<file path="src/design/lmc_pkg.sv">
// ============================================================================
// lmc_pkg
// Shared sizes, register codes and types of the local minimum counter.
// ============================================================================
`default_nettype none

package lmc_pkg;

    // Matrix limits and field widths
    localparam int MAX_COLUMNS = 1024;
    localparam int MAX_ROWS    = 1024;
    localparam int VALUE_WIDTH = 16;
    localparam int COL_W       = $clog2(MAX_COLUMNS);
    localparam int ROW_W       = $clog2(MAX_ROWS);
    localparam int DIM_W       = 11;
    localparam int TOTAL_W     = 20;
    localparam int ENTRY_W     = VALUE_WIDTH + 1;
    localparam int FIFO_DEPTH  = 4;
    localparam int FIFO_AW     = $clog2(FIFO_DEPTH);
    localparam int CAND_N      = 4;

    // Register codes (index = paddr[2])
    localparam logic REG_ROW_COUNT    = 1'b0;
    localparam logic REG_COLUMN_COUNT = 1'b1;

    // Result kinds
    localparam logic KIND_MINIMUM = 1'b0;
    localparam logic KIND_COUNT   = 1'b1;

    // One element with its position flags
    typedef struct packed {
        logic signed [VALUE_WIDTH-1:0] value;
        logic [ROW_W-1:0]              row;
        logic [COL_W-1:0]              col;
        logic                          first_row;
        logic                          first_col;
        logic                          last_row;
        logic                          last_col;
    } item_t;

    // One result item
    typedef struct packed {
        logic                          kind;
        logic [ROW_W-1:0]              row;
        logic [COL_W-1:0]              col;
        logic signed [VALUE_WIDTH-1:0] value;
        logic [TOTAL_W-1:0]            total;
        logic                          last;
    } result_t;

endpackage

`default_nettype wire

</file>
<file path="src/design/lmc_result_fifo.sv">
// ============================================================================
// lmc_result_fifo
// Result queue: takes up to three results per cycle in order, sends one.
// ============================================================================
`default_nettype none

module lmc_result_fifo
    import lmc_pkg::*;
(
    input  wire logic            clk,
    input  wire logic            rst_n,
    input  wire logic            push,
    input  result_t [CAND_N-1:0] cand,
    input  wire logic [CAND_N-1:0] cand_valid,
    output logic                 room,
    input  wire logic            out_ready,
    output logic                 out_valid,
    output result_t              head
);

    result_t                  slot_reg [FIFO_DEPTH];
    logic [FIFO_AW-1:0]       wr_reg, wr_next;
    logic [FIFO_AW-1:0]       rd_reg, rd_next;
    logic [FIFO_AW:0]         cnt_reg, cnt_next;
    logic [FIFO_AW-1:0]       prefix [CAND_N];
    logic [FIFO_AW:0]         n_push;
    logic                     pop;

    // Compact the valid candidates into consecutive slots
    always_comb
    begin
        n_push = '0;
        for (int k = 0; k < CAND_N; k++)
        begin
            prefix[k] = n_push[FIFO_AW-1:0];
            n_push    = n_push + (FIFO_AW+1)'(cand_valid[k]);
        end
    end

    assign room      = ({1'b0, cnt_reg} + {1'b0, n_push}) <= (FIFO_AW+2)'(FIFO_DEPTH);
    assign out_valid = (cnt_reg != '0);
    assign head      = slot_reg[rd_reg];
    assign pop       = out_valid && out_ready;

    always_comb
    begin
        wr_next  = push ? wr_reg + n_push[FIFO_AW-1:0] : wr_reg;
        rd_next  = pop ? rd_reg + FIFO_AW'(1) : rd_reg;
        cnt_next = cnt_reg + (push ? n_push : '0) - (FIFO_AW+1)'(pop);
    end

    always_ff @(posedge clk or negedge rst_n)
    begin
        if (!rst_n)
        begin
            wr_reg  <= '0;
            rd_reg  <= '0;
            cnt_reg <= '0;
        end
        else
        begin
            wr_reg  <= wr_next;
            rd_reg  <= rd_next;
            cnt_reg <= cnt_next;
        end
    end

    // Slot writes
    always_ff @(posedge clk)
    begin
        for (int k = 0; k < CAND_N; k++)
        begin
            if (push && cand_valid[k])
            begin
                slot_reg[wr_reg + prefix[k]] <= cand[k];
            end
        end
    end

endmodule

`default_nettype wire

</file>
<file path="config.mk">
export PLATFORM = sky130hd
export DESIGN_NAME = lmc_result_fifo
export DESIGN_NICKNAME = d
export VERILOG_FILES = /design/src/design/lmc_pkg.sv /design/src/design/lmc_result_fifo.sv
export SDC_FILE = /design/constraint.sdc
export NUM_CORES = 1
export LEC_CHECK = 0
export BUFFER_PORTS_ARGS = -buffer_cell sky130_fd_sc_hd__buf_2
export CAP_MARGIN = 20
export CORE_MARGIN = 2
export CORE_UTILIZATION = 35
export DETAILED_ROUTE_END_ITERATION = 6
export PLACE_DENSITY_LB_ADDON = 0.25
export SKIP_LAST_GASP = 1
export SYNTH_ARGS = -nofsm -noshare
export SYNTH_HDL_FRONTEND = slang
export SYNTH_SLANG_ARGS = --single-unit
</file>
<file path="constraint.sdc">
create_clock -name clk -period 4.7 [get_ports clk]
set_input_delay 0 -clock clk [delete_from_list [all_inputs] [get_ports clk]]
set_output_delay 0 -clock clk [all_outputs]
set_load 0.02 [all_outputs]
</file>
# Word level (Yosys, flattened, before mapping)
# Memory sizes are Yosys's and may differ from the RTL's.
# Cells that the tools add are included.
# W data, S select, Z words.
# totals
register_bits,7
ramBits,232
input_bits,240
out_inout_bits,60
wordCells,31
n_memories,1
# memory_table
memory,words,width,rd,rd_ports_with_merged_regs,write_ports,line_no,source
slot_reg,4,58,1,0,4,lmc_result_fifo.sv:21,result_t slot_reg [FIFO_DEPTH];
# classes
addsub,11
magnitude_cmp,1
n_mux,9
n_reduce_logical,6
# ops
operator,count
$mux W1,8
$add A2 B2 Y2,3
$logic_and A1 B1 Y1,5
$add A3 B3 Y4,1
$le A4 B3 Y1 const B,1
$add A2 B1 Y3,1
$add A3 B1 Y3,1
$add A3 B3 Y3,1
$mux W3,1
$reduce_bool A3 Y1,1
$sub A3 B1 Y3,1
$add A1 B1 Y2,1
$add A2 B1 Y2,1
$add A2 B1 Y2 const B,1

# Logic depth before layout (Yosys ltp)
# logic_depth
ltp_word,6
ltp_mapped,11
ltp_nobuf,11

# Worst setup path after synthesis
# Ideal clock, no wire load.
# synth_timing
path_kind,register to register
start,reg wr_reg[0]
end,mem slot_reg[3][0] (netlist bit) (enable)
setup_ps,796
arrival_time_ps,3131
t_required_ps,3904
path_slack_ps,773
stages_incl_launch_ff,10
n_path_buf,4
synth_period_minus_slack_ps,3927
path_cell_list,dfrtp_1 > ha_1 > xor3_1 > buf_4 > nor2b_1 > buf_2 > buf_4 > buf_6 > nor2_1 > nand3_1
# synth_rtl
item,line_no,source
from (decl),lmc_result_fifo.sv:22,"logic [FIFO_AW-1:0] wr_reg, wr_next;"
from (signal assigned),lmc_result_fifo.sv:62,wr_reg <= wr_next;
to (decl),lmc_result_fifo.sv:21,

==> run metrics <==
compound-cell area share of the yosys netlist 0.208; Synthesized Nets 2061; Hold Vio Cnt, Final 0; clock-pin slew on the worst setup and hold paths approximately 0.060 ns; layout cells sized above 1 0.200; Synth Area in Adders 0.0143; core area 0.0477 mm²; Setup TNS 0 ns; Pre-antenna DRT Iters 7; arrival time at the worst endpoint about 4.4 ns; simple-gate share of the synthesized area 0.215; fin area between 0.02 and 0.025 mm²; status finished with violations; dpl hpwl 38600 µm; post-CTS sizing 0; Final Cycle Share 0.840; Post-DRT Antenna Nets 0; CTS buffer count 29; max FFs per register 232; Max-Cap Viols 0; clk_skew between 0.007 and 0.008 ns; I/O Pins 300; fin. max-slew vios 0; via/cell ratio ~6.2; Die Y-Extent 224 µm; Final min period just under 4 ns; Worst-Skew Late Latency ~0.57 ns; Syn-to-layout area delta 35.1%; Leak between 0.008 and 0.009 µW; Max Root-Sink Buffers 3; Max Freq about 250 MHz; DRT iter0 DRCs 1875; CTS tree done; post-synth cell types 40; synth top area cells edfxtp_1 41%, a211oi_1 7.8%, mux4_2 7.7%; GRT Util Overall 0.281; post-DR wirelength/cell 24.9 µm; Initial Util 0.355; RSZ-0062 raised after global routing false; largest net degree at the start of global routing 117; top cells by count, synth 299 x nand2_1, 232 x edfxtp_1, 178 x nor2_1; Total Wirelength 72700 µm; top_reg_cell synth edfxtp_1; cell area power density about 630 mW/mm²; Mapped Area 0.0169 mm²; clk sink count 239; Setup WS post-layout approximately 0.75 ns; sequential area share after synthesis 0.422; Worst Path Required about 5.1 ns; worst min path class input port to flop; Syn Area/Cell 9.39 µm²; Post-synth EDFFs 232; global route overflow 0; H-tree depth 1; FF/Latch Area 0.00715 mm²; vias in the first global route 18256; Yosys warnings 0; worst slew pin tran 1.17 ns; post-placement setup slack 1.28 ns; # DRC 1; wire length of the first global-routing pass 108000 µm; FP Rows 80; DP Area 0.0188 mm²; initial antenna violation count 8; Die Footprint 0.0502 mm²; I/O Buffers 299; gpl congestion around 0.80; # setup viols final 0; CP endpoint kind flop; Yosys top cell by area edfxtp_1; multiplexer share of the synthesized area 0.0778; nets 2535; Yosys top cell area share 0.411; most frequent cell after synthesis nand2_1; failing checks design-rule violations; Peak supply drop 0.470 mV; critical path class flop to flop; peak fanout along the critical path just over 70; Die Wd ~220 µm; synthesized flop and latch total 239; Slew Limit Headroom 0.222; Setup crit start kind flop; main combinational cell family by area after synthesis simple AND/OR/NAND/NOR gates; DR vias 18123; multi-input logic area 0.00903 mm²; Async S/R FF share, synth 0.0293; count of mapped cells out of synthesis 1804; fillers 4353; XOR/XNOR Fraction of Synth Area 0.00975; Root Driver clkbuf_16
==> worst paths after layout <==
kind | startpoint | end | slack, ns | cells after the start
worst max register to register | wr_reg[0]$_DFFE_PN0P_ | slot_reg[0][23]$_DFFE_PP_ | 0.75 | 7
worst min-delay path | cand[20] | slot_reg[0][20]$_DFFE_PP_ | 0.008 | 4
worst max-delay path | wr_reg[0]$_DFFE_PN0P_ | slot_reg[0][23]$_DFFE_PP_ | 0.75 | 7
max in group asynchronous | rst_n | rd_reg[1]$_DFFE_PN0P_ | 3.96 | 3
min in group asynchronous | rst_n | rd_reg[0]$_DFFE_PN0P_ | 0.44 | 3
worst min register to register | cnt_reg[2]$_DFF_PN0_ | cnt_reg[2]$_DFF_PN0_ | 0.53 | 1
==> metrics by stage <==
step                      utilization  instances  power [µW]  hold slack, ns
after detailed placement        0.394       2548       11300          -0.149
after global placement          0.394       2548       11200          -0.150
after CTS                       0.479       2915       14300       0.0000995
final                           0.479       2920       14400         0.00821
after global routing            0.479       2918       15000          0.0307
after floorplan                     -       1804        8690          -0.296
==> power breakdown <==
| part | internal, µW | switching (µW) |
|---|---|---|
| Clock | 1280 | 964 |
| Sequential | 3790 | 535 |
| Combinational | 3050 | 4810 |
==> cell families after synthesis <==
kind of cell,after synthesis
AO/OA/AOI/OAI,469
AND/OR/NAND/NOR,793
flip-flops,239
buffers and inverters,214
XOR/XNOR,13
multiplexers,59
adder cells (fa/ha/maj),17
==> critical path: stages (launching register included) <==
cell and delay (ns):
dfrtp_1 0.53, ha_1 0.46, xor2_4 0.86, buf_4 0.71, o21ai_0 0.22, a311o_1 0.37, nand2_1 0.07, dlygate4sd3_1 0.54
==> routing by layer <==
layer	track usage	vias up	routed length, µm
met5	0	-	49
met4	0.133	8	2620
met3	0.0470	240	7520
met2	0.469	1229	34400
met1	0.356	8771	28100
li1	-	7875	-
==> repair_timing <==
action,CTS,global route
hold buffers,314,0
buffers inserted,0,0
hold endpoints to repair,243,0
setup endpoints to repair,0,0
==> cells in the final DEF (no fill, tap or decap), types with 4 or more instances in the layout <==
cell | synthesis | final
a211oi_1 | 175 | 175
a311o_1 | 58 | 58
and3_1 | 175 | 174
buf_12 | 0 | 6
buf_2 | 45 | 299
buf_4 | 5 | 29
clkbuf_16 | 0 | 29
clkinv_1 | 0 | 10
clkinv_2 | 0 | 6
dfrtp_1 | 7 | 5
diode_2 | 0 | 5
dlygate4sd3_1 | 0 | 314
edfxtp_1 | 232 | 232
fa_1 | 4 | 4
ha_1 | 13 | 13
inv_1 | 9 | 9
mux4_2 | 58 | 58
nand2_1 | 299 | 296
nand3_1 | 63 | 62
nor2_1 | 178 | 177
nor3_1 | 58 | 58
o21ai_0 | 60 | 60
o31ai_1 | 174 | 174
xnor2_1 | 7 | 7
==> layout make-up <==
cell class,instances,area share
multi-input combinational,1351,0.394
clock buffer,30,0.0319
antenna,5,0.000547
tap,615,0.0336
timing repair buffer,648,0.217
inverter,9,0.00148
clock inverter,23,0.00831
sequential,239,0.312
No activity file was read; power rests on OpenSTA's default activity.
