`config.mk`:
```
export PLATFORM = sky130hd
export DESIGN_NAME = lmc_ram
export DESIGN_NICKNAME = d
export VERILOG_FILES = /design/src/design/lmc_ram.sv
export SDC_FILE = /design/constraint.sdc
export NUM_CORES = 1
export LEC_CHECK = 0
export BUFFER_PORTS_ARGS = -buffer_cell sky130_fd_sc_hd__buf_4
export CORE_MARGIN = 1
export CORE_UTILIZATION = 30
export CTS_BUF_LIST = sky130_fd_sc_hd__clkbuf_4 sky130_fd_sc_hd__clkbuf_8 sky130_fd_sc_hd__clkbuf_16
export CTS_CLUSTER_DIAMETER = 50
export DETAILED_ROUTE_END_ITERATION = 8
export HOLD_SLACK_MARGIN = 0.06
export PLACE_DENSITY = 0.47
export SYNTH_ARGS = -nofsm -noshare
export SYNTH_HDL_FRONTEND = slang
export SYNTH_SLANG_ARGS = --single-unit
```
`constraint.sdc`:
```
create_clock -name clk -period 2.03 [get_ports clk]
set_input_delay 0.3045 -clock clk [delete_from_list [all_inputs] [get_ports clk]]
set_output_delay 0.3045 -clock clk [all_outputs]
set_load 0.05 [all_outputs]
```
`src/design/lmc_ram.sv`:
```
// ============================================================================
// lmc_ram
// Generic single-port-write, single-port-read RAM with registered read.
// ============================================================================
`default_nettype none

module lmc_ram #(
    parameter int WIDTH = 8,
    parameter int DEPTH = 16
) (
    input  wire logic                     clk,
    input  wire logic                     we,
    input  wire logic [$clog2(DEPTH)-1:0] waddr,
    input  wire logic [WIDTH-1:0]         wdata,
    input  wire logic                     re,
    input  wire logic [$clog2(DEPTH)-1:0] raddr,
    output logic      [WIDTH-1:0]         rdata
);

    logic [WIDTH-1:0] mem [DEPTH];

    // Read returns old data on a same-address write
    always_ff @(posedge clk)
    begin
        if (we)
        begin
            mem[waddr] <= wdata;
        end
        if (re)
        begin
            rdata <= mem[raddr];
        end
    end

endmodule

`default_nettype wire

```
== Word-level counts from Yosys, hierarchy flattened ==
Memory sizes are Yosys's and may differ from the RTL's. A register that Yosys moved wholly into a read port is not among the register bits.
Index checks and enable logic that the tools add are counted.
Operators by class
  mux-type cells: 2
Operators by type and width (number)
  two-way mux 1 bit: 2
Word-level totals
  bits in writable memories: 128
  input port bits: 19
  memories: 1
  register bits after elaboration: 0
Memories
  mem: words 16, bits a word 8, rd ports 1, clocked after memory_dff 1, wr ports 1, line 20  | logic [WIDTH-1:0] mem [DEPTH];

== Depth between registers and ports, before layout ==
Gate-level depths: netlist (run 1).
  word-level depth: 2
  depth in mapped cells: 5
  gate-level depth less buffers: 3

== Worst setup path after synthesis (run 1) ==
OpenSTA, ideal clock, no wires.
  path kind: input to register
  start point: in waddr[2]
  end point: mem mem[0][0] (enable)
  stages on the path: 2
  path slack: 0.233 ns
  data required time: 1.647 ns
  path buffers: 0
  arrival: 1.414 ns
  cells stage by stage: or3b_2 nor3_1
RTL lines
  start, declared: line 13  | input wire logic [$clog2(DEPTH)-1:0] waddr,
  end, declared: line 20
Straight into the memory's write port.

==> impl_metrics.ini, run 1 <==
[outcome]
status = completed

[timing]
final-setup-viol-count = 0
fin_crit_sh_pct = 76.7
fmax_mhz = 643
rsz0062_at_grt = no
min_period_ns = 1.56
maxSlewViolCount = 0
setup-tns-final_ns = 0
maxSlewHeadroom_pct = 69.0
finalClockSkew_ns = 0.00958
worst_pin_slew_ns = 0.465
finalHoldViolations = 0

[yosys]
ys_seq_area_share_pct = 78.1
postSynthAreaPerCell_um2 = 22.8
syn-cell-area_um2 = 5230
yosys_most_used_dff = edfxtp_1
ys_types = 18
ys_warn_count = 0
ys_ff_latch = 136
syn-num-nets = 248
synth_edf_count = 136
synth_cells = 229
ys_async_sr_fraction_pct = 0

[setup_path]
cp.arrival_ns = 1.70
critPathSlowestCell = mux4_1
reg2regPathDepth = 3
crit_chain = mux4_1 > a22oi_1 > nand2_1
end_kind = flop
crit_type = flop to flop
crit_path_max_incr_delay_ns = 0.52
required_ns = 2.18
start_kind = flop
path_depth = 3
critical_path_buf_inv_count = 0
worstPathMaxFanout = 1
crit_family = multiplexers

[die]
die_width_um = 134
row_count = 47
chipHeight_um = 134
initial_core_util_pct = 31.1
dieArea_um2 = 18000
core-area_um2 = 16800
io_pins = 27

[drt]
drt-vias-per-instance = 4.72
drtPass1Iterations = 4
antenna_left = 0
via_count = 2451
drc = 0
wl_per_cell_um = 20.8
drt_wl_total_um = 10800
drtIter0Drc = 191

[pwr]
internal-power_w = 0.00538
pwr-share-clk_pct = 46.7
power_frac_comb_pct = 5.5
swShare_pct = 19.2
ir_worst_vdd_mv = 0.625
power.leakage_nw = 2.17
switchingPower_w = 0.00128
p_seq_share_pct = 47.8
p_per_area_nw_per_um2 = 1040

[cts]
tritoncts = done
holdBufCountCts = 0
clock_sinks = 136
cts_buffers = 17
clock_latency_ns = 0.41
clk_path_buf_depth = 2
cts_setup_buffers = 0
cts_resized = 0
htree_levels = 4
root_buffer = clkbuf_16
path_clk_slew_ns = 0.06

[global_routing]
grt-ovfl-total = 0
track_usage_pct = 13.4
grt_pass1_wl_um = 16500
grt_pass1_vias = 2610
grt_start_max_net_pins = 17
antenna_found_initial = 0

[final_layout]
drive_gt1_share_pct = 32.1
utilization_pct = 38.2
multi_input_area_um2 = 1060
final_cell_mix = edfxtp_1 (136), buf_4 (46), mux4_2 (18)
layout_commonest_cell = edfxtp_1
synthToLayoutAreaGrowth_pct = 22.9
nNetsFinal = 306
finalInstanceArea_um2 = 6420
seq_area_um2 = 4080
antennaDiodeCount = 0
fillers = 1566
final_cells = 519

[job]
cap_violations = 0

[placement]
gp_congestion = 0.653
dp_cells = 488
portBuffers = 26
dp.final_hpwl_um = 7080
placed_cell_area_um2 = 5820

[min_path]
min_path_cells = 1
hp-class = input pin to flop
[layout make-up]
class                      instances  share of cell area, %
sequential                       136                   63.6
multi-input combinational         83                   16.5
clock buffer                      20                   6.97
timing repair buffer              49                   6.31
tap                              220                   4.28
clock inverter                    11                   2.41
[routing by layer]
metal  GRT usage, %  part of all wire (%)
met3           3.70                   4.1
met5              0                     0
met1           18.2                    48
met4           5.87                   1.4
met2           20.1                    47
[power by group through the flow]
stage	sequential (W)	combinational, W	clock, W
2_1_floorplan	0.00328	0.000160	0
3_3_place_gp	0.00324	0.000372	0
3_5_place_dp	0.00324	0.000375	0
4_1_cts	0.00319	0.000376	0.00318
5_1_grt	0.00319	0.000394	0.00327
6_report	0.00318	0.000365	0.00311
[through the flow]
stage	setup slack [ns]	power [W]	hold WS, ns
floorplan	0.233	0.00344	0.403
global placement	0.136	0.00361	0.620
detailed placement	0.114	0.00362	0.630
CTS	0.445	0.00674	0.189
global route	0.435	0.00686	0.215
finish	0.474	0.00666	0.206
[kinds of logic after synthesis]
family	share of synthesized area [%]
AOI/OAI and AO/OA	2.30
buffers and inverters	1.65
DFF	78.1
muxes	14.8
and+or+nand+nor	3.14
[final timing paths]
check | endpoint | startpoint | slack [ns]
min | mem[6][7] | wdata[7] | 0.21
min reg2reg | rdata[3] | mem[14][3] | 0.74
max | rdata[5] | mem[1][5] | 0.47
max reg2reg | rdata[5] | mem[1][5] | 0.47
[synthesized netlist by cell type, types with 2 or more instances]
cell,n,area (um2)
nand3b_1,2,15.0
buf_6,3,33.8
buf_2,3,15.0
nand2_1,9,33.8
nor2_1,13,48.8
nor3_1,4,20.0
edfxtp_1,136,4080
nand2b_1,2,12.5
clkdlybuf4s25_2,3,30.0
a22oi_1,16,120
mux4_2,18,405
mux4_1,14,368
[sequential cells by signal (all words and copies together) (netlist names)]
name / cells
mem: 128
rdata: 8
[worst reg2reg max path: stages (launching register included)]
cell and delay, ns:
edfxtp_1 0.36, mux4_1 0.52, a22oi_1 0.31, nand2_1 0.10
Note: power is estimated with default switching activity, not from simulation.
==> inputs of run 2 (changes only) <==
PLACE_DENSITY = 0.48   (was 0.47)
clock period = 1.3 ns   (was 2.03 ns; I/O delays follow)
==> run 2 against run 1 <==
Effect of this change:
- the flow now finishes with violations (negative setup slack)
- global-route usage is 0.28 points higher
- first-iteration DRC count is 42% higher
- critical path depth stayed put
- register-to-register slack worse by 0.59 ns
- final cell count is 2.9% higher
- flip-flop and latch count stayed put
- wire length is 2.3% higher
- clock skew is 0.0035 ns lower
- design area is 4.4% higher
- critical path type unchanged
==> impl_metrics.ini, run 2 (same netlist as run 1, synthesis figures left out) <==
[final_layout]
nNetsFinal = 321
final_cell_mix = edfxtp_1 (136), buf_4 (50), mux4_2 (32)
largest_reg_flops = 128
antennaDiodeCount = 0
multi_input_area_um2 = 1100
fillers = 1546
synthToLayoutAreaGrowth_pct = 28.3
finalInstanceArea_um2 = 6710
largestRegisters = mem: 128 flops, rdata: 8 flops
top_register = mem
drive_gt1_share_pct = 45.5
seq_area_um2 = 4080
layout_commonest_cell = edfxtp_1

[die]
row_count = 47
die_width_um = 134
dieArea_um2 = 18000
initial_core_util_pct = 31.1
chipHeight_um = 134
core-area_um2 = 16800
io_pins = 27

[pwr]
ir_worst_vdd_mv = 0.936
switchingPower_w = 0.00204
p_per_area_nw_per_um2 = 1560
swShare_pct = 19.5
internal-power_w = 0.00842
p_seq_share_pct = 47.5
power_frac_comb_pct = 6.5
pwr-share-clk_pct = 46.0
power.leakage_nw = 2.23

[global_routing]
busiest_layer = met2
track_usage_pct = 13.7
grt-ovfl-total = 0
grt_util_met2_pct = 20.1
met1_usage_pct = 19.1
grt_start_max_net_pins = 19
antenna_found_initial = 0
grt_pass1_wl_um = 16900
use_met3_pct = 3.36
grt_pass1_vias = 2698

[min_path]
min_path_cells = 1
hp-class = input pin to flop

[drt]
drt-vias-per-instance = 4.69
drc = 0
wl_per_cell_um = 20.7
drtPass1Iterations = 4
via_count = 2505
drtIter0Drc = 271
drt_wl_total_um = 11100
antenna_left = 0

[timing]
rsz0062_at_grt = yes
setup-tns-final_ns = -0.385
final-setup-viol-count = 8
min_period_ns = 1.41
setup_ws_ns = -0.113
worst_pin_slew_ns = 1.10
maxSlewHeadroom_pct = 26.2
finalHoldViolations = 0
fmax_mhz = 708
fin_crit_sh_pct = 109
maxSlewViolCount = 0
finalClockSkew_ns = 0.00605

[setup_path]
end_kind = flop
crit_type = flop to flop
reg2regPathDepth = 3
worstPathMaxFanout = 1
cp.arrival_ns = 1.57
required_ns = 1.46
start_kind = flop

[cts]
clock_latency_ns = 0.41
cts_buffers = 17
path_clk_slew_ns = 0.06
clock_sinks = 136
root_buffer = clkbuf_16
tritoncts = done
htree_levels = 4
clk_path_buf_depth = 2
cts_setup_buffers = 0

[placement]
gp_congestion = 0.692
portBuffers = 26
placed_cell_area_um2 = 6070
dp.final_hpwl_um = 7280

[job]
cap_violations = 0

[outcome]
violations = negative setup slack
status = finished with violations
[run 2: cell count changes in the layout (fill, tap and decap cells not counted), sizes merged]
cell,change
buf,+15
clkbuf,-2
clkinv,+2
[run 2: timing repair]
item	CTS	global route
resized for setup	11	2
hold buffers	0	0
setup endpoints to repair	8	8
endpoints found under the hold margin	0	0
pin swaps	3	3
[run 2: path summary, 6_finish.rpt]
path / startpoint / endpoint / slack, ns
max: mem[11][4] / rdata[4] / -0.11
min reg2reg: mem[14][1] / rdata[1] / 0.74
min: wdata[6] / mem[12][6] / 0.08
max reg2reg: mem[11][4] / rdata[4] / -0.11
[run 2: area by class of cell]
type / instances / share of cell area, %
Clock buffer: 18 / 6.45
Sequential cell: 136 / 60.9
Timing Repair Buffer: 64 / 9.77
Multi-Input combinational cell: 83 / 16.4
Clock inverter: 13 / 2.39
Tap cell: 220 / 4.10
[run 2: critical path, stage by stage, from the launching register on]
cell and delay, ns:
edfxtp_1 0.36, mux4_2 0.49, a22oi_2 0.24, nand2_1 0.07
[run 2: metal layers]
metal | vias to the layer above | wire length [um]
met3 | 19 | 686
met2 | 75 | 5060
li1 | 1108 | -
met4 | 0 | 252
met1 | 1303 | 5060
met5 | - | 0
[run 2: through the flow]
stage / setup WS (ns) / hold WS [ns] / util, % / cells / power (W)
4_1_cts: -0.0931 / 0.0703 / 39.8 / 534 / 0.0105
3_3_place_gp: -0.461 / 0.500 / 36.1 / 504 / 0.00572
6_report: -0.113 / 0.0792 / 39.9 / 534 / 0.0105
5_1_grt: -0.144 / 0.0928 / 39.9 / 534 / 0.0107
2_1_floorplan: -0.0954 / 0.294 / - / 229 / 0.00540
3_5_place_dp: -0.450 / 0.499 / 36.1 / 504 / 0.00572
[run 2: power by group through the flow]
stage | combinational, W | clock [W] | sequential, W
final | 0.000675 | 0.00481 | 0.00497
after global routing | 0.000728 | 0.00504 | 0.00498
after CTS | 0.000688 | 0.00489 | 0.00497
after detailed placement | 0.000667 | 0 | 0.00506
after global placement | 0.000665 | 0 | 0.00506
after floorplan | 0.000276 | 0 | 0.00513
