**config.mk**
```make
export PLATFORM = sky130hd
export DESIGN_NAME = lmc_issue
export DESIGN_NICKNAME = d
export VERILOG_FILES = /design/src/design/lmc_pkg.sv /design/src/design/lmc_issue.sv
export SDC_FILE = /design/constraint.sdc
export NUM_CORES = 1
export LEC_CHECK = 0
export BUFFER_PORTS_ARGS = -buffer_cell sky130_fd_sc_hd__buf_2
export CORE_MARGIN = 2
export CORE_UTILIZATION = 54
export DETAILED_ROUTE_END_ITERATION = 8
export PLACE_DENSITY = 0.85
export SLEW_MARGIN = 20
export SYNTH_ARGS = -nofsm -noshare
export SYNTH_HDL_FRONTEND = slang
export SYNTH_SLANG_ARGS = --single-unit
```
**constraint.sdc**
```tcl
create_clock -name clk -period 3.3 [get_ports clk]
set_input_delay 0.165 -clock clk [delete_from_list [all_inputs] [get_ports clk]]
set_output_delay 0.165 -clock clk [all_outputs]
set_load 0.02 [all_outputs]
```
**src/design/lmc_pkg.sv**
```systemverilog
// ============================================================================
// lmc_pkg
// Shared sizes, register codes and types of the local minimum counter.
// ============================================================================
`default_nettype none

package lmc_pkg;

    // Matrix limits and field widths
    localparam int MAX_COLUMNS = 1024;
    localparam int MAX_ROWS    = 1024;
    localparam int VALUE_WIDTH = 16;
    localparam int COL_W       = $clog2(MAX_COLUMNS);
    localparam int ROW_W       = $clog2(MAX_ROWS);
    localparam int DIM_W       = 11;
    localparam int TOTAL_W     = 20;
    localparam int ENTRY_W     = VALUE_WIDTH + 1;
    localparam int FIFO_DEPTH  = 4;
    localparam int FIFO_AW     = $clog2(FIFO_DEPTH);
    localparam int CAND_N      = 4;

    // Register codes (index = paddr[2])
    localparam logic REG_ROW_COUNT    = 1'b0;
    localparam logic REG_COLUMN_COUNT = 1'b1;

    // Result kinds
    localparam logic KIND_MINIMUM = 1'b0;
    localparam logic KIND_COUNT   = 1'b1;

    // One element with its position flags
    typedef struct packed {
        logic signed [VALUE_WIDTH-1:0] value;
        logic [ROW_W-1:0]              row;
        logic [COL_W-1:0]              col;
        logic                          first_row;
        logic                          first_col;
        logic                          last_row;
        logic                          last_col;
    } item_t;

    // One result item
    typedef struct packed {
        logic                          kind;
        logic [ROW_W-1:0]              row;
        logic [COL_W-1:0]              col;
        logic signed [VALUE_WIDTH-1:0] value;
        logic [TOTAL_W-1:0]            total;
        logic                          last;
    } result_t;

endpackage

`default_nettype wire

```
**src/design/lmc_issue.sv**
```systemverilog
// ============================================================================
// lmc_issue
// Raster position tracking: tags each accepted element with its position.
// ============================================================================
`default_nettype none

module lmc_issue
    import lmc_pkg::*;
(
    input  wire logic                          clk,
    input  wire logic                          rst_n,
    input  wire logic                          restart,
    input  wire logic                          take,
    input  wire logic [DIM_W-1:0]              row_count,
    input  wire logic [DIM_W-1:0]              column_count,
    input  wire logic signed [VALUE_WIDTH-1:0] element_value,
    output item_t                              item
);

    logic [ROW_W-1:0] row_reg, row_next;
    logic [COL_W-1:0] col_reg, col_next;
    logic [DIM_W-1:0] rows_clamped, cols_clamped;
    logic [DIM_W-1:0] rows_m1, cols_m1;

    // Out-of-range sizes act as 1 or the maximum
    always_comb
    begin
        if (row_count == '0)
            rows_clamped = DIM_W'(1);
        else if (row_count > DIM_W'(MAX_ROWS))
            rows_clamped = DIM_W'(MAX_ROWS);
        else
            rows_clamped = row_count;

        if (column_count == '0)
            cols_clamped = DIM_W'(1);
        else if (column_count > DIM_W'(MAX_COLUMNS))
            cols_clamped = DIM_W'(MAX_COLUMNS);
        else
            cols_clamped = column_count;

        rows_m1 = rows_clamped - DIM_W'(1);
        cols_m1 = cols_clamped - DIM_W'(1);
    end

    // Tag the element
    always_comb
    begin
        item.value     = element_value;
        item.row       = row_reg;
        item.col       = col_reg;
        item.first_row = (row_reg == '0);
        item.first_col = (col_reg == '0);
        item.last_row  = (row_reg == rows_m1[ROW_W-1:0]);
        item.last_col  = (col_reg == cols_m1[COL_W-1:0]);
    end

    // Advance in raster order on each transfer
    always_comb
    begin
        row_next = row_reg;
        col_next = col_reg;
        if (restart)
        begin
            row_next = '0;
            col_next = '0;
        end
        else if (take)
        begin
            if (item.last_col)
            begin
                col_next = '0;
                row_next = item.last_row ? '0 : row_reg + ROW_W'(1);
            end
            else
            begin
                col_next = col_reg + COL_W'(1);
            end
        end
    end

    always_ff @(posedge clk or negedge rst_n)
    begin
        if (!rst_n)
        begin
            row_reg <= '0;
            col_reg <= '0;
        end
        else
        begin
            row_reg <= row_next;
            col_reg <= col_next;
        end
    end

endmodule

`default_nettype wire

```
# --- Word level (Yosys, flattened, before mapping) ---
# Cells that the tools add are included.
totals:
  output_inout_bits: 40
  inputBits: 42
  reg_bits: 20
  word_cells: 28
classes:
  reduce_logical: 7
  order_cmp: 2
  n_mux: 11
  eq_ne: 2
  n_addsub: 4
ops:
  columns: ["operator", "count"]
  rows:
  - ["10-bit 2-to-1 mux", 11]
  - ["11-bit greater-than comparator (second input constant)", 2]
  - ["11-bit logical NOT", 2]
  - ["10-bit by 1-bit adder with 10-bit output (second input constant)", 2]
  - ["10-bit equality test", 2]
  - ["10-bit logical NOT", 2]
  - ["10-bit by 1-bit subtractor with 10-bit output (second input constant)", 2]
  - ["2-bit nonzero test", 2]
  - ["2-bit AND reduction", 1]

# --- Depth between registers and ports, before layout ---
# Gate-level depths: netlist of the first run.
logic_depth:
  ltp_word: 9
  ltp_mapped: 14

# --- Worst setup path after synthesis of the first run ---
# No wires, ideal clock.
synth_timing:
  path_kind: "input-to-output"
  startpoint: "in row_count[8]"
  endpoint: "out item[1] (netlist bit)"
  path_stages: 11
  arrival_time_ns: 3.439
  setup_slack_ns: -0.304
  required_ns: 3.135
  path_cell_list: "clkbuf_1 > nor3_1 > a31oi_1 > or2_2 > ha_1 > or4b_4 > nor4b_2 > mux2_2 > nor4_4 > nand2_1 > a2111oi_0"
synth_lines:
  columns: ["item", "line_no", "text"]
  rows:
  - ["start, declared", "lmc_issue.sv:14", "input wire logic [DIM_W-1:0] row_count,"]
  - ["end, declared", "lmc_issue.sv:17", "output item_t item"]

==> results of run 1 <==
-- worst reg2reg max path: cells and delay by family, from the launching register on --
kind,cells,cell delay (ps)
AO/OA/AOI/OAI,4,1020
buffers and inverters,1,200
flip-flops,1,550
AND/OR/NAND/NOR,3,600
-- power by group --
part           internal (mW)  leakage [nW]  switching [mW]
clock network         0.0811        0.0216          0.0760
logic                 0.0913         0.938           0.143
registers              0.249         0.277          0.0118
-- kinds of logic (layout without fill, tap and decap cells) --
kind of cell / count (synthesis) / in the layout / synth area share (%)
buf+inv: 58 / 83 / 11.4
compound gates: 92 / 92 / 26.7
simple gates: 173 / 173 / 36.0
xor+xnor: 14 / 14 / 4.23
mux: 5 / 5 / 1.81
fa+ha+maj: 6 / 6 / 2.59
flops: 20 / 20 / 17.3
-- path summary, 6_finish.rpt --
path                               to  slack (ps)  depth (start not counted)
min reg2reg                row_reg[1]         650                          2
max                           item[0]         240                         13
max reg2reg                row_reg[9]         800                          8
max in group asynchronous  row_reg[8]        2590                          2
min                        col_reg[3]         190                          2
min in group asynchronous  col_reg[5]         400                          2
-- metrics by stage --
stage / instance area, um2 / hold slack (ps) / TNS, ps
after global routing: 3140 / 206 / 0
final: 3140 / 193 / 0
after CTS: 3120 / 190 / 0
after detailed placement: 3070 / 146 / -3.73
after floorplan: 2910 / -131 / 0
after global placement: 3070 / 136 / 0
-- what timing repair did --
action | CTS | global route
hold endpoints to repair | 20 | 0
hold buffers | 1 | 0
buffers inserted | 0 | 2
gates resized for setup | 0 | 1
endpoints found under the setup margin | 0 | 4
-- layer usage --
layer / vias up / part of all wire [%]
li1: 1441 / -
met1: 1424 / 43
met2: 148 / 48
met3: 15 / 8.0
met4: 0 / 1.2
met5: - / 0
-- layout make-up --
type                    instances  area share (%)
well taps                      70            2.79
inverters                      12            1.43
clock buffers                   3            1.31
flip-flops and latches         20            15.9
multi-input cells             290            66.0
repair buffers                 68            12.5
-- synthesized netlist by cell type (6+ instances only) --
library cell / instances
nor2b_1: 11
nand2_1: 26
nor4_1: 12
dfrtp_1: 20
ha_1: 6
buf_2: 7
buf_4: 18
or3_1: 10
nor2_1: 21
clkbuf_1: 16
nor3b_1: 6
o21ai_0: 13
nor3_1: 11
inv_1: 11
a21oi_1: 9
nand3_1: 25
nand4_1: 8
and3_1: 6
xnor2_1: 9
nand2b_1: 6
o211ai_1: 13
==> results.ini, run 1 <==
[run_status]
status=complete, no violations

[drt]
drtIter0Drc=177
antenna_left=0
routed_wl_um=7740
wl_per_cell_um=16.7
drc=0
viasPerCell=6.54
first_pass_iters=4
dr_total_vias=3028

[placed_design]
finalWeightedCongestion=0.918
placed_cells=457
post-place-ws_ps=-3.73
port_buffers=49
dpl.hpwl_um=5790

[clock_network]
cts-htree-levels=1
cts_sinks=20
cts.clk_slew.worst_paths_ps=70
clock_path_buffers=2
cts_tree=yes
numCtsBuffers=3
cts_root_buffer=clkbuf_8
clock_latency_ps=250

[floorplan]
pin_count=82
chipWidth_um=77.3
initial_core_util_pct=56.4
dieArea_um2=5970
die_y_um=77.3
core_area_um2=5140
std_cell_rows=26

[cells_and_area]
register_area_um2=500
final_common_cell=buf_2
layout-drive-gt1-share_pct=25.2
final_util_pct=61.1
layout_common_cells=48 x buf_2, 26 x nand2_1, 25 x nand3_1
multiInputGateArea_um2=2070
syn_to_final_growth_pct=8.33
finalNonFillerCells=463
fill_cells=486
nets=443
antenna_cells=0

[timing]
relSlewSlack_pct=23.8
worst_slack_ps=239
hold_viol_final=0
fin_skew_ps=1.48
rsz0062_at_grt=false
worst_slew_pin_slew_ps=1130
final.period_utilization_pct=92.8
finalSetupViolations=0
timing.fmax_mhz=327
drv_slew=0
period_needed_ps=3060

[grt]
grt_max_degree=21
grt_overflow=0
grtUsageMet3_pct=3.06
grtUsageMet1_pct=33.1
grt_pass1_wl_um=13100
antenna_found_initial=0
grt_util_met2_pct=45.7
grt_busiest_layer=met2
grt_pass1_vias=2932
grt.total_usage_pct=25.9

[job]
cap_violations=0

[yosys]
ys_warn_count=0
syn-instance-count=368
yosys_most_used_dff=dfrtp_1
synth_area_um2=2900
async_flop_share_pct=100
synth_area_per_cell_um2=7.88
yosysTopAreaCell=dfrtp_1
synth_cell_type_count=80
ys_top_cells_by_area=dfrtp_1 17%, buf_4 4.7%, nand3_1 4.3%
ys_ff_latch=20
synth_seq_area_share_pct=17.3
syn-num-nets=416
synth_edf_count=0
synth_top_area_share_pct=17.3

[worst_setup_path]
crit_path_max_fanout=18
cp_top_family=simple AND/OR/NAND/NOR gates
crit_type=primary input to primary output
worstPathBufferInverterCount=3
worstReg2RegStart=row_reg[6]
path_cells=buf_2, nor3_4, a41oi_1, or2_2, ha_1, xnor2_1, a31oi_1, o21ai_0, a311oi_1, buf_4, nand4_4, nor3_1, buf_2
crit_start=column_count[5]
endpoint_kind=primary output
cp_slowest_cell=ha_1
crit_arrival_ps=2900
crit_required_ps=3130
cpPeakStageDelay_ps=330
critPathLaunchType=primary input
crit_top_cell=buf_2

[min_path]
holdCritStartpoint=take
hp-class=primary input to flop

[power_and_ir_drop]
power.density_nw_per_um2=208
fin_total_pwr_mw=0.652
leakage_nw=1.24
vdd_ir_drop_max_uv=187

Power figures use the tool's default switching activity.
==> inputs of run 2 (changes only) <==
- CTS_CLUSTER_DIAMETER: unset -> 200
- GPL_TIMING_DRIVEN: unset -> 0
==> run 2 against run 1 <==
  * Critical path depth is 1 lower
  * Power grew 8.2%
  * Combinational power up 22%
  * Sequential share of layout area is 1.6 points lower
  * Routed wire length rose by 8.5%
  * First-iteration DRC count up 49%
  * Maximum frequency down 3.5%
  * Clock power up 6%
  * Cell count up 9.5%
  * Critical endpoint is now item[1]
  * Largest cell class unchanged
  * Highest routed layer unchanged
==> results.ini, run 2 (synthesized netlist as in run 1, its figures left out) <==
[drt]
antenna_left=0
wl_met1_um=3400
top_layer_used=met4
dr_wl_met2_um=4120
met3WireLength_um=700
wl_per_cell_um=16.6
routed_wl_um=8390
first_pass_iters=5
drtIter0Drc=263
drc=0
dr_total_vias=3271
viasPerCell=6.45

[power_and_ir_drop]
leakage_nw=1.41
pwr-share-clk_pct=23.5
p_switching_mw=0.264
vdd_ir_drop_max_uv=157
intPower_mw=0.442
power.density_nw_per_um2=203
swShare_pct=37.4
seqPwrFrac_pct=35.9
comb_power_share_pct=40.6

[cells_and_area]
nets=487
antenna_cells=0
layout-drive-gt1-share_pct=30.9
final_common_cell=buf_2
postLayoutCellArea_um2=3480
syn_to_final_growth_pct=20.0
layout_common_cells=59 x buf_2, 31 x buf_4, 26 x nand2_1
finalNonFillerCells=507

[floorplan]
core_area_um2=5140
die_y_um=77.3
pin_count=82
std_cell_rows=26
chipWidth_um=77.3
dieArea_um2=5970
initial_core_util_pct=56.4

[worst_setup_path]
critPathLaunchType=primary input
worstPathBufferInverterCount=2
cp_top_family=simple AND/OR/NAND/NOR gates
reg2reg_depth=9
crit_type=primary input to primary output
crit_top_cell=buf_4
path_cells=buf_4, nor3_2, a31oi_1, or2_2, ha_4, or4b_4, nor4b_4, mux2_2, nor4_4, nand2_1, a2111oi_4, buf_4
regToRegEndpoint=col_reg[9]
setup.worst_path.end=item[1]
crit_path_max_fanout=10
r2r_setup_slack_ps=650
endpoint_kind=primary output
worstReg2RegStart=col_reg[6]
cp_slowest_cell=or4b_4
crit_arrival_ps=3010
cpPeakStageDelay_ps=500
path_depth=12
crit_start=row_count[2]
crit_required_ps=3130

[placed_design]
dpl.hpwl_um=6100
post_dp_cell_area_um2=3280
finalWeightedCongestion=0.923
placed_cells=496
port_buffers=58
post-place-ws_ps=-325

[run_status]
status=complete, no violations

[timing]
final.period_utilization_pct=96.1
drv_slew=0
worst_slack_ps=129
finalSetupViolations=0
period_needed_ps=3170
hold_viol_final=0
timing.fmax_mhz=315
worst_slew_pin_slew_ps=599
fin_skew_ps=5.69
relSlewSlack_pct=59.8

[clock_network]
cts_root_buffer=clkbuf_8
cts-htree-levels=1
cts_sinks=20
numCtsBuffers=3
clock_path_buffers=2
clock_latency_ps=260
cts_tree=yes
cts.clk_slew.worst_paths_ps=80

[grt]
grt_max_degree=21
grt_overflow=0
grt.total_usage_pct=28.0
grt_pass1_wl_um=14200
antenna_found_initial=0
grt_pass1_vias=3077

[min_path]
whs_path_depth=2
hp-class=primary input to flop

[job]
cap_violations=0

[run 2: cell count changes in the layout (fill, tap and decap cells not counted), sizes merged]
cell,before,now
buf,67,95
clkbuf,3,19
[run 2: area by class of cell]
class,instances,area [um2]
tap,70,87.6
timing repair buffer,68,373
inverter,12,45.0
multi-input combinational,290,2140
fill,422,1660
sequential,20,500
buffer,44,293
clock buffer,3,41.3
[run 2: power by group through the flow]
stage	Combinational, mW	Clock, mW	Sequential [mW]
after floorplan	0.182	0	0.262
after global placement	0.258	0	0.258
after detailed placement	0.264	0	0.258
after CTS	0.271	0.166	0.253
after global routing	0.310	0.183	0.254
final	0.287	0.166	0.254
[run 2: metal layers]
metal / global-route usage (%) / vias up
met4: 6.61 / 0
met2: 48.6 / 202
met1: 37.6 / 1513
li1: - / 1532
met5: 0 / -
met3: 2.59 / 24
[run 2: how the worst min path moves through the flow]
stage,start,endpoint
finish,take,col_reg[3]
global route,take,col_reg[3]
CTS,take,col_reg[3]
detailed placement,rst_n,col_reg[2]
global placement,rst_n,col_reg[2]
floorplan,rst_n,col_reg[0]
[run 2: repair_timing]
item / in CTS / in global routing
buffers inserted: 2 / 7
endpoints found under the hold margin: 20 / 0
cloned: 0 / 0
gates resized for setup: 10 / 9
hold buffers: 1 / 0
setup endpoints to repair: 10 / 12
pin swaps: 2 / 7
[run 2: through the flow]
step / util, % / hold slack [ps] / total power, mW / TNS [ps]
final: 67.7 / 190 / 0.706 / 0
after global routing: 67.7 / 189 / 0.747 / -15.4
after CTS: 65.7 / 187 / 0.690 / 0
after detailed placement: 63.9 / 153 / 0.523 / -3170
after global placement: 63.9 / 139 / 0.516 / -2470
after floorplan: - / -131 / 0.444 / 0
